==> src/sun_vector_from_diodes_assert.svh <==
// Assertion macros for the sun vector block.
// Included by the top level; needs clk and rst_n in the including scope.
`ifndef SUN_VECTOR_FROM_DIODES_ASSERT_SVH
`define SUN_VECTOR_FROM_DIODES_ASSERT_SVH
`ifndef SYNTHESIS
`define SVC_ASSERT_SAME(label, ante, cons) \
  label: assert property (@(posedge clk) disable iff (!rst_n) (ante) |-> (cons)) \
    else $error("sun vector check failed");
`define SVC_ASSERT_NEXT(label, ante, cons) \
  label: assert property (@(posedge clk) disable iff (!rst_n) (ante) |=> (cons)) \
    else $error("sun vector check failed");
`else
`define SVC_ASSERT_SAME(label, ante, cons)
`define SVC_ASSERT_NEXT(label, ante, cons)
`endif
`endif

==> src/svc_pkg.sv <==
// Shared types and constants of the sun vector block.
// No dependencies.
package svc_pkg;
  localparam int AXES      = 3;
  localparam int UNIT_BITS = 16;

  typedef struct packed {
    logic valid;
    logic zero;
  } ctl_t;
endpackage

==> src/svc_cell.sv <==
// One cell of the normalizing chain: decides one quotient bit for all axes.
// Uses svc_pkg. Keeps u^2*S and u*S (u = 2q) so no multiplier is needed.
module svc_cell import svc_pkg::*; #(
  parameter int SB  = 12,
  parameter int F   = 14,
  parameter int BIT = 0
) (
  input  logic                  clk,
  input  logic                  rst_n,
  input  logic                  en,
  input  ctl_t                  ctl_i,
  input  logic [2*SB+1:0]       s_i,
  input  logic [2*SB-1:0]       v2_i  [AXES],
  input  logic                  neg_i [AXES],
  input  logic [F:0]            q_i   [AXES],
  input  logic [2*SB+2*F+5:0]   a_i   [AXES],
  input  logic [2*SB+2*F+5:0]   b_i   [AXES],
  output ctl_t                  ctl_r,
  output logic [2*SB+1:0]       s_r,
  output logic [2*SB-1:0]       v2_r  [AXES],
  output logic                  neg_r [AXES],
  output logic [F:0]            q_r   [AXES],
  output logic [2*SB+2*F+5:0]   a_r   [AXES],
  output logic [2*SB+2*F+5:0]   b_r   [AXES]
);
  localparam int W = 2*SB + 2*F + 6;

  logic [F:0]   q_nxt [AXES];
  logic [W-1:0] a_nxt [AXES];
  logic [W-1:0] b_nxt [AXES];
  logic [W-1:0] a_c   [AXES];
  logic [W-1:0] b_c   [AXES];
  logic [W-1:0] t_c   [AXES];
  logic [W-1:0] rhs   [AXES];
  logic [W-1:0] s_w;
  logic         take  [AXES];

  always_comb begin
    s_w = W'(s_i);
    for (int i = 0; i < AXES; i++) begin
      // Candidate c = q + 2^BIT, t = 2c - 1; t^2*S = A' - 2B' + S.
      a_c[i]   = a_i[i] + (b_i[i] << (BIT + 2)) + (s_w << (2*BIT + 2));
      b_c[i]   = b_i[i] + (s_w << (BIT + 1));
      t_c[i]   = a_c[i] - (b_c[i] << 1) + s_w;
      rhs[i]   = W'(v2_i[i]) << (2*F + 2);
      // Once q has reached full scale, no lower bit may be added.
      take[i]  = !q_i[i][F] && (t_c[i] <= rhs[i]);
      q_nxt[i] = take[i] ? (q_i[i] | ((F+1)'(1) << BIT)) : q_i[i];
      a_nxt[i] = take[i] ? a_c[i] : a_i[i];
      b_nxt[i] = take[i] ? b_c[i] : b_i[i];
    end
  end

  always_ff @(posedge clk) begin
    if (!rst_n) begin
      ctl_r.valid <= 1'b0;
    end else if (en) begin
      ctl_r.valid <= ctl_i.valid;
    end
  end

  always_ff @(posedge clk) begin
    if (en) begin
      ctl_r.zero <= ctl_i.zero;
      s_r        <= s_i;
      v2_r       <= v2_i;
      neg_r      <= neg_i;
      q_r        <= q_nxt;
      a_r        <= a_nxt;
      b_r        <= b_nxt;
    end
  end
endmodule

==> config.mk <==
export PLATFORM = sky130hd
export DESIGN_NAME = svc_cell
export DESIGN_NICKNAME = d
export VERILOG_FILES = /design/src/sun_vector_from_diodes_assert.svh /design/src/svc_pkg.sv /design/src/svc_cell.sv
export SDC_FILE = /design/constraint.sdc
export NUM_CORES = 2
export LEC_CHECK = 0
export BUFFER_PORTS_ARGS = -buffer_cell sky130_fd_sc_hd__buf_4
export CAP_MARGIN = 10
export CORE_AREA = 2 2 388 390
export CTS_BUF_LIST = sky130_fd_sc_hd__clkbuf_16
export DETAILED_ROUTE_END_ITERATION = 7
export DIE_AREA = 0 0 390 392
export PLACE_DENSITY = 0.65
export SKIP_LAST_GASP = 1
export SYNTH_ARGS = -nofsm -noshare
export SYNTH_HDL_FRONTEND = slang
export SYNTH_SLANG_ARGS = --single-unit
export TNS_END_PERCENT = 10
==> constraint.sdc <==
create_clock -name clk -period 10.34 [get_ports clk]
set_input_delay 0.517 -clock clk [delete_from_list [all_inputs] [get_ports clk]]
set_output_delay 0.517 -clock clk [all_outputs]
set_load 0.01 [all_outputs]
==> run metrics <==
flops & latches, synth about 500; combinational fraction of design power 71.0%; CTS sink count a little under 500; layout cell share with drive strength beyond 1 between 20 and 30%; worst vdd rail ir drop 0.211 mV; H-tree depth 2; CP Class in -> reg; 1st-pass router iterations 5; Final period util 96.6%; status completed; count of pins over their slew limit 0; clk buf depth 3; FP Rows between 100 and 150; crit-path max cell delay approximately 650 ps; detailed router's first-iteration violation count 4,012; leading cell types by count after synthesis ha_1 (663), edfxtp_1 (495), a21oi_1 (425); Inst Count DP roughly 8,800; largest net degree at the start of global routing 144; Slew HR a little over a third; number of global-route vias before repair 48,800; I/O Pins just under 1,000; Worst path slowest cell o22ai_1; Critical Path End Type flip-flop; setup violators final 0; synthesized cell area 51,900 um2; Sw Pwr roughly 7.6 mW; post-synth cell types 100; CP startpoint kind primary input; initial antenna violation count 33; Pint 8.63 mW; Post-synth EDFFs 495; die footprint between 150,000 and 200,000 um2; via count around 50,000; Pwr Density around 240 nW/um2; largest cells by area after synthesis edfxtp_1 (29%), ha_1 (16%), fa_1 (6.1%); Routed Antenna Nets 0; nets approximately 8,300; Clk Latency, worst-skew pair approximately 650 ps; Placer Congestion a little under 1; pre-CTS setup slack -545 ps; dpl hpwl 190,000 um; wire per inst approximately 25 um; Final Util roughly 46%; Worst Hold Class in -> reg; clock share of power between 10% and 20%; Layout Skew 0 ps; clock-pin slew on the worst setup and hold paths ~60 ps; yosys warns 0; final worst slack approximately 350 ps; final std cells w/o fill ~9,000; Max Cap Viol 0; Max Freq about 100 MHz; Port-buffer cells between 900 and 1,000; chip height ~390 um; CORE AREA 149,000 um2; Net Count, Synth ~6,800; worst path arrival time between 10,000 and 15,000 ps; unrepaired setup endpoints after global routing true; Reg power frac between 10% and 20%; DRC 0; post-DR vias/cell 5.52; most common cell in the netlist ha_1; CTS tree built; worst slew pin tran slightly below 1000 ps; CP Data Required Time roughly 11,000 ps; GR Overflow Total 0; die width between 300 and 400 um; clock root cell clkbuf_16; LEAKAGE 31.2 nW; register area share after synthesis between 20% and 30%; Gate Count Post-Synth 5,466; initial core utilization 34.8%; Fin. Hold Viols 0; Area Growth Syn to Fin 32.1%; total power 16.2 mW; WHS about 37 ps; CTS Buf Count 60; Yosys top cell by area edfxtp_1; ys flop type edfxtp_1; cell mode on critical path buf_4; Switching Fraction 46.8%; Max FO, Critical Path 35; Detailed Route WL roughly 230,000 um; Filler cells between 10,000 and 15,000; mean post-synth cell area about 9.5 um2; GRT Overall Usage 28.3%; Async S/R FF share, synth 0%; global-route wire length before repair around 320,000 um; Yosys top cell area share 28.7%; post-layout minimum cycle time ~10000 ps
==> critical path, delay by kind of cell <==
family	cells	cell delay, ps
buffers and inverters	7	1200
adder cells (fa/ha/maj)	5	1620
multiplexers	1	290
XOR/XNOR	2	460
AND/OR/NAND/NOR	12	2480
AO/OA/AOI/OAI	13	3750
==> power by group through the flow <==
stage	registers [mW]	clock network, mW	logic [mW]
4_1_cts	2.58	2.16	11.3
5_1_grt	2.60	2.23	12.5
2_1_floorplan	2.70	0	6.66
6_report	2.58	2.12	11.5
3_3_place_gp	2.62	0	11.1
3_5_place_dp	2.62	0	11.2
==> worst paths after layout <==
path | cells after the start | slack (ps) | from | endpoint
worst max register to register | 2 | 9730 | ctl_r[1] | ctl_r[1]
worst max-delay path | 40 | 350 | s_i[0] | b_r[66]
worst min register to register | 2 | 540 | ctl_r[1] | ctl_r[1]
worst min-delay path | 1 | 40 | q_i[14] | q_r[14]
==> logic make-up (layout without fill, tap and decap cells) <==
group	count (synthesis)	in the layout	synth area share [%]
compound gates	1517	1517	19.0
simple gates	1338	1339	12.8
fa+ha+maj	822	822	22.1
buf+inv	572	2154	4.32
xor+xnor	536	536	9.09
flops	496	496	28.7
mux	185	185	3.98
other cells	0	13	0
==> sequential cells by signal, indices dropped and copies added, names as in the netlist <==
name   flops
neg_r      3
b_r      174
a_r      174
s_r       26
ctl_r      2
v2_r      72
q_r       45
==> area by class of cell <==
cell class | count | area [um2] | area share [%]
Multi-Input combinational cell | 4399 | 34900 | 51.0
Antenna cell | 13 | 32.5 | 0.0475
Inverter | 394 | 1480 | 2.16
Clock inverter | 49 | 383 | 0.559
Clock buffer | 61 | 1530 | 2.23
Sequential cell | 496 | 14900 | 21.7
Timing Repair Buffer | 1650 | 12900 | 18.8
Tap cell | 1944 | 2430 | 3.55
==> layout by cell type (no fill, tap or decap), types with 45 or more instances in the layout <==
| cell type | n |
|---|---|
| nand4_1 | 100 |
| a21o_1 | 242 |
| a31oi_1 | 59 |
| inv_1 | 404 |
| fa_1 | 159 |
| nand2_1 | 370 |
| a21oi_1 | 424 |
| nor3_1 | 102 |
| o21ai_0 | 304 |
| xor2_1 | 233 |
| nand2b_1 | 55 |
| o21bai_1 | 56 |
| clkbuf_16 | 62 |
| nor2b_1 | 45 |
| xnor2_1 | 299 |
| ha_1 | 663 |
| and3_1 | 61 |
| dlygate4sd3_1 | 95 |
| edfxtp_1 | 495 |
| nand3_1 | 138 |
| nor2_1 | 278 |
| o21a_1 | 61 |
| mux2_2 | 162 |
| o31ai_1 | 67 |
| buf_4 | 1534 |
==> stage by stage <==
stage	cell area (um2)	TNS (ps)
final	68500	0
after global routing	68500	0
after detailed placement	65400	-115170
after global placement	65400	-53990
after floorplan	51900	0
after CTS	68300	0
==> layer usage <==
layer,track usage (%),wire length [um]
met4,9.70,8390
met5,0,152
met2,45.8,103000
met3,6.19,18500
met1,37.2,96900
==> repair_timing <==
| item | 4_1_cts | 5_1_grt |
|---|---|---|
| endpoints found under the hold margin | 95 | 0 |
| hold buffers | 95 | 0 |
| setup endpoints to repair | 0 | 342 |
| setup buffers | 0 | 3 |
| gates resized for setup | 0 | 37 |
(Power assumes the default switching activity.)
