--- src/sun_vector_from_diodes_assert.svh ---
// Assertion macros for the sun vector block.
// Included by the top level; needs clk and rst_n in the including scope.
`ifndef SUN_VECTOR_FROM_DIODES_ASSERT_SVH
`define SUN_VECTOR_FROM_DIODES_ASSERT_SVH
`ifndef SYNTHESIS
`define SVC_ASSERT_SAME(label, ante, cons) \
  label: assert property (@(posedge clk) disable iff (!rst_n) (ante) |-> (cons)) \
    else $error("sun vector check failed");
`define SVC_ASSERT_NEXT(label, ante, cons) \
  label: assert property (@(posedge clk) disable iff (!rst_n) (ante) |=> (cons)) \
    else $error("sun vector check failed");
`else
`define SVC_ASSERT_SAME(label, ante, cons)
`define SVC_ASSERT_NEXT(label, ante, cons)
`endif
`endif

--- src/svc_pkg.sv ---
// Shared types and constants of the sun vector block.
// No dependencies.
package svc_pkg;
  localparam int AXES      = 3;
  localparam int UNIT_BITS = 16;

  typedef struct packed {
    logic valid;
    logic zero;
  } ctl_t;
endpackage

--- src/svc_front.sv ---
// Front stage: picks the stronger diode of each pair and forms the squares.
// Uses svc_pkg.
module svc_front import svc_pkg::*; #(
  parameter int SB = 12
) (
  input  logic              clk,
  input  logic              rst_n,
  input  logic              en,
  input  logic              in_valid,
  input  logic [SB-1:0]     plus_i  [AXES],
  input  logic [SB-1:0]     minus_i [AXES],
  output ctl_t              ctl_r,
  output logic [2*SB+1:0]   s_r,
  output logic [2*SB-1:0]   v2_r    [AXES],
  output logic              neg_r   [AXES]
);
  ctl_t            ctl_nxt;
  logic [2*SB+1:0] s_nxt;
  logic [2*SB-1:0] v2_nxt  [AXES];
  logic            neg_nxt [AXES];
  logic [SB-1:0]   mag     [AXES];

  always_comb begin
    s_nxt = '0;
    for (int i = 0; i < AXES; i++) begin
      // A tie goes to the minus face.
      neg_nxt[i] = !(plus_i[i] > minus_i[i]);
      mag[i]     = neg_nxt[i] ? minus_i[i] : plus_i[i];
      v2_nxt[i]  = (2*SB)'(mag[i]) * (2*SB)'(mag[i]);
      s_nxt      = s_nxt + (2*SB+2)'(v2_nxt[i]);
    end
    ctl_nxt.valid = in_valid;
    ctl_nxt.zero  = (s_nxt == '0);
  end

  always_ff @(posedge clk) begin
    if (!rst_n) begin
      ctl_r.valid <= 1'b0;
    end else if (en) begin
      ctl_r.valid <= ctl_nxt.valid;
    end
  end

  always_ff @(posedge clk) begin
    if (en) begin
      ctl_r.zero <= ctl_nxt.zero;
      s_r        <= s_nxt;
      v2_r       <= v2_nxt;
      neg_r      <= neg_nxt;
    end
  end
endmodule

--- config.mk ---
export PLATFORM = sky130hd
export DESIGN_NAME = svc_front
export DESIGN_NICKNAME = d
export VERILOG_FILES = /design/src/sun_vector_from_diodes_assert.svh /design/src/svc_pkg.sv /design/src/svc_front.sv
export SDC_FILE = /design/constraint.sdc
export NUM_CORES = 1
export LEC_CHECK = 0
export BUFFER_PORTS_ARGS = -buffer_cell sky130_fd_sc_hd__buf_2
export CAP_MARGIN = 20
export CORE_ASPECT_RATIO = 0.5
export CORE_MARGIN = 2
export CORE_UTILIZATION = 50
export DETAILED_ROUTE_END_ITERATION = 10
export GPL_ROUTABILITY_DRIVEN = 0
export PLACE_DENSITY = 0.72
export SETUP_SLACK_MARGIN = 0.4
export SYNTH_ARGS = -nofsm -noshare
export SYNTH_HDL_FRONTEND = slang
export SYNTH_SLANG_ARGS = --single-unit
--- constraint.sdc ---
create_clock -name clk -period 11.8 [get_ports clk]
set_input_delay 2.36 -clock clk [delete_from_list [all_inputs] [get_ports clk]]
set_output_delay 2.36 -clock clk [all_outputs]
set_load 0.03 [all_outputs]
==> impl_metrics.yaml, run 1 <==
worst_hold_path:
  worstHoldPathType: "flop to flop"
  worstHoldStart: "ctl_r[1]"
  worstHoldEndpoint: "ctl_r[1]"
  whs_path_depth: 2
clock_network:
  cts_made_buffers: 9
  ctsHoldBuffers: 0
  cts_htree_levels: 3
  clk_latency_ns: 0.37
  cts.sinks: 100
  path_clk_slew_ns: 0.08
  cts_tree: "yes"
  cts_buffer_depth: 2
  cts_root_buf: "clkbuf_16"
global_route:
  grt_max_degree: 87
  grt_pass1_vias: 13800
  antenna_found_initial: 0
  grt_pass1_wl_um: 67400
  grt.total_usage: 0.238
  overflow: 0
timing:
  post-route-min-period_ns: 11.27
  relSlewSlack: 0.438
  rsz0062_at_grt: "no"
  max_freq_ghz: 0.0887
  hold_viol: 0
  drv_slew: 0
  holdWs_ns: 0.535
  finClkSkew_ns: 0
  final-setup-viol-count: 0
  postLayoutSetupSlackWorst_ns: 0.532
  worst_slew_pin_slew_ns: 0.837
  finalCritPeriodShare: 0.955
synthesis:
  syn_area_um2: 17300
  yosysSeqAreaShare: 0.173
  synth_area_leaders: "fa_1 30%, edfxtp_1 17%, ha_1 16%"
  synth_top_family_by_area: "adder cells"
  synth.distinct_cells: 71
  synth_async_sr_flop_share: 0
  synth.area.mux_share: 0.00750
  yosys.area_share.simple: 0.116
  yosysTopAreaCellShare: 0.298
  synth_fa_ha_area_frac: 0.456
  synth_edf_count: 99
  synth_compound_gate_area_share: 0.0943
  synth_warnings: 0
  synth_top_area_cell: "fa_1"
  synth_xor_area_frac: 0.0465
  synthCells: 1873
  syn_avg_cell_area_um2: 9.26
  ys_seq_elements: 100
  synth_flop_cell: "edfxtp_1"
place:
  dp_cells: 2639
  numPortBuffers: 175
  dp_hpwl_um: 35600
  post-place-ws_ns: -0.219
setup_path:
  arrival_ns: 11.46
  r2r_end: "ctl_r[1]"
  critPathMaxFanout: 10
  timing.critical_path.required_ns: 11.99
  start_kind: "input port"
  critical_path.endpoint_type: "flop"
  worstReg2RegStart: "ctl_r[1]"
  worstRegToRegCells: 2
  rrSetupSlack_ns: 11.20
  worstSetupPathType: "input port to flop"
  slowest_stage: "fa_1"
  cpMostUsedCell: "buf_4"
  cpPeakStageDelay_ns: 0.55
die:
  io-pin-count: 179
  die_h_um: 136
  chipWidth_um: 267
  fp.dieArea_um2: 36300
  rows: 48
  core_area_um2: 34300
  start_util: 0.506
drt:
  routedWlPerCell_um: 16.2
  post-route-drc-count: 0
  drt_pass1_iterations: 5
  drt_iter0_markers: 867
  vias: 14000
  drt-total-wl_um: 43600
  drtAntennaViolNets: 0
  viasPerCell: 5.19
final_layout:
  final_cell_mix: "437 x inv_1, 255 x fa_1, 207 x ha_1"
  fin_cells: 2699
  drive_above_1_share: 0.237
  syn_to_final_growth_pct: 22.6
  num_antenna_cells: 0
  final_common_cell: "inv_1"
  finalNetCount: 2772
status:
  status: "complete, no violations"
job:
  cap_violations: 0
## how the worst max path moves through the flow
stage,endpoint,start
2_1_floorplan,ctl_r[0],minus_i[23]
3_3_place_gp,ctl_r[0],plus_i[29]
3_5_place_dp,ctl_r[0],plus_i[29]
4_1_cts,ctl_r[0],minus_i[22]
5_1_grt,ctl_r[0],minus_i[1]
6_report,ctl_r[0],minus_i[5]
## per-stage QoR
| stage | TNS (ns) | instance area, um^2 | utilization |
|---|---|---|---|
| floorplan | 0 | 17400 | - |
| CTS | 0 | 20300 | 0.591 |
| detailed placement | -0.219 | 19800 | 0.578 |
| finish | 0 | 21300 | 0.620 |
| global placement | -0.0419 | 19800 | 0.578 |
| global route | 0 | 21300 | 0.620 |
## critical path, delay by kind of cell
family                     cells  cell delay (ns)
adders and majority gates      9             3.77
AOI/OAI and AO/OA             10             1.77
buffers and inverters         16             1.74
and+or+nand+nor                7             1.48
xor gates and xnor gates       2             0.33
## final cells by class
type,instances,area (um^2)
multi-input cells,1288,13200
fillers,2778,13000
flip-flops and latches,100,2990
repair buffers,367,2490
inverters,453,1710
well taps,475,594
clock buffers,9,225
clock inverters,7,103
## synthesized netlist by cell type, drive strengths merged (23+ instances only)
cell and instances:
inv 446, clkbuf 23, a21oi 77, xor2 33
edfxtp 99, a21o 52, fa 258, o21ai 40
ha 219, nand2b 25, nand2 112, nor2 213
xnor2 59
## cells by family (layout without fill, tap and decap cells)
family                   count (synthesis)  after routing
other                                    1              3
AO/OA/AOI/OAI                          250            250
buffers and inverters                  487            836
multiplexers                            13             13
flip-flops                             100            100
adder cells (fa/ha/maj)                477            477
AND/OR/NAND/NOR                        453            453
XOR/XNOR                                92             92
## repair_timing
item	4_1_cts	5_1_grt
pin swaps	6	57
resized for setup	25	131
setup buffers	4	34
cloned	0	5
setup endpoints to repair	1	3
## routing by layer
layer  track usage  vias to the layer above  routed length [um]
met2         0.411                      352               21700
met1         0.318                     6960               18700
met3        0.0220                       61                2030
li1              -                     6637                   -
met5             0                        -                   0
met4        0.0749                        0                1130
## state kept, by name, summed over array words and instances (netlist names)
name and cells:
v2_r 69, neg_r 3, ctl_r 2, s_r 26
Power of run 1 is left out: the tool's default activity adds up to more than one toggle a clock period on the data nets, which glitch-free logic cannot reach.
==> run 2: changes to the inputs <==
--- a/config.mk
+++ b/config.mk
@@ -12,7 +12,8 @@
 export CORE_UTILIZATION = 50
 export DETAILED_ROUTE_END_ITERATION = 10
 export GPL_ROUTABILITY_DRIVEN = 0
-export PLACE_DENSITY = 0.72
+export PLACE_DENSITY_LB_ADDON = 0.3
+export RECOVER_POWER = 100
 export SETUP_SLACK_MARGIN = 0.4
 export SYNTH_ARGS = -nofsm -noshare
 export SYNTH_HDL_FRONTEND = slang
==> impl_metrics.yaml, run 2 (synthesis results as in run 1) <==
status:
  status: "finished, violations left"
  violations: "capacitance limit, slew limit"
place:
  numPortBuffers: 175
  dp_hpwl_um: 36300
drt:
  drtAntennaViolNets: 0
  drt-total-wl_um: 42600
  viasPerCell: 5.11
  vias: 13600
  routedWlPerCell_um: 16.0
  drt_iter0_markers: 731
  post-route-drc-count: 0
  drt_pass1_iterations: 7
timing:
  finalCritPeriodShare: 0.953
  finClkSkew_ns: 0
  drv_slew: 103
  relSlewSlack: -1.90
  rsz0062_at_grt: "no"
  setup_tns_ns: 0
  worst_slew_pin_slew_ns: 4.35
  hold_viol: 0
  holdWs_ns: 0.529
  final-setup-viol-count: 0
  max_freq_ghz: 0.0889
  post-route-min-period_ns: 11.25
setup_path:
  critical_path.endpoint_type: "flop"
  cp_top_family: "adder cells"
  arrival_ns: 11.46
  start_kind: "input port"
  critPathMaxFanout: 9
  crit_start: "minus_i[1]"
  slowest_stage: "fa_1"
  timing.critical_path.required_ns: 12.01
  crit_buf_inv: 12
  worstReg2RegStart: "ctl_r[1]"
  cpPeakStageDelay_ns: 0.55
  worstSetupPathType: "input port to flop"
global_route:
  antenna_found_initial: 0
  overflow: 0
  grt_pass1_wl_um: 68200
  grt.total_usage: 0.242
  grt_pass1_vias: 13600
  grt_max_degree: 79
final_layout:
  final_common_cell: "inv_1"
  largest_register_ffs: 69
  finalNetCount: 2742
  top_regs: "v2_r x69, s_r x26, neg_r x3"
  fill_cells: 2990
  final_cell_mix: "441 x inv_1, 257 x fa_1, 212 x ha_1"
  syn_to_final_growth_pct: 18.4
  num_antenna_cells: 0
  drive_above_1_share: 0.156
  max_flop_register: "v2_r"
clock_network:
  cts.sinks: 100
  clk_latency_ns: 0.37
  cts_made_buffers: 9
  cts_tree: "yes"
  cts_buffer_depth: 2
  path_clk_slew_ns: 0.08
  cts_htree_levels: 3
  cts_root_buf: "clkbuf_16"
die:
  rows: 48
  die_h_um: 136
  start_util: 0.506
  core_area_um2: 34300
  chipWidth_um: 267
  io-pin-count: 179
  fp.dieArea_um2: 36300
job:
  cap_violations: 2
worst_hold_path:
  worstHoldPathType: "flop to flop"
  worstHoldStart: "ctl_r[1]"
[run 2: cell count changes in the layout (fill, tap and decap cells not counted), sizes merged]
cell           change
inv                +1
clkinv             -3
buf              -147
clkinvlp           +1
clkbuf           +119
clkdlybuf4s15      -1
[run 2: area by class of cell]
type / instances / area (um^2) / area share
inverters: 453 / 1710 / 0.0833
flip-flops and latches: 100 / 2990 / 0.146
clock buffers: 10 / 229 / 0.0112
well taps: 475 / 594 / 0.0290
clock inverters: 6 / 78.8 / 0.00384
multi-input cells: 1288 / 12900 / 0.630
repair buffers: 337 / 2000 / 0.0973
[run 2: final timing paths]
kind	cells past startpoint	end	slack, ns
setup / recovery	46	ctl_r[0]	0.55
hold / removal	2	ctl_r[1]	0.53
setup reg to reg	2	ctl_r[1]	11.19
hold reg to reg	2	ctl_r[1]	0.53
[run 2: routing by layer]
metal / routed length [um] / part of all wire / global-route usage / up-vias
met5: 0 / 0 / 0 / -
met4: 817 / 0.019 / 0.0590 / 0
met3: 2450 / 0.057 / 0.0409 / 41
met2: 20700 / 0.48 / 0.404 / 330
met1: 18700 / 0.44 / 0.328 / 6683
li1: - / - / - / 6579
[run 2: worst reg2reg max path: stages (launching register included)]
cell and delay (ns):
dfxtp_1 0.31, mux2i_1 0.13, nor2b_1 0.07
[run 2: stage by stage]
stage / std cells / worst slack (ns) / util / cell area, um^2
after floorplan: 1875 / 0.403 / - / 17400
after global placement: 2635 / -0.0795 / 0.577 / 19800
after detailed placement: 2635 / -0.0742 / 0.577 / 19800
after CTS: 2651 / 0.401 / 0.587 / 20100
after global routing: 2669 / 0.120 / 0.599 / 20500
final: 2669 / 0.555 / 0.599 / 20500
[run 2: timing repair]
item / in CTS / in global routing
gates cloned: 0 / 1
setup buffers: 0 / 17
hold buffers: 0 / 0
endpoints found under the hold margin: 0 / 0
gates resized for setup: 7 / 115
endpoints found under the setup margin: 1 / 4
pin swaps: 0 / 34
Power of run 2 is left out for the same reason.
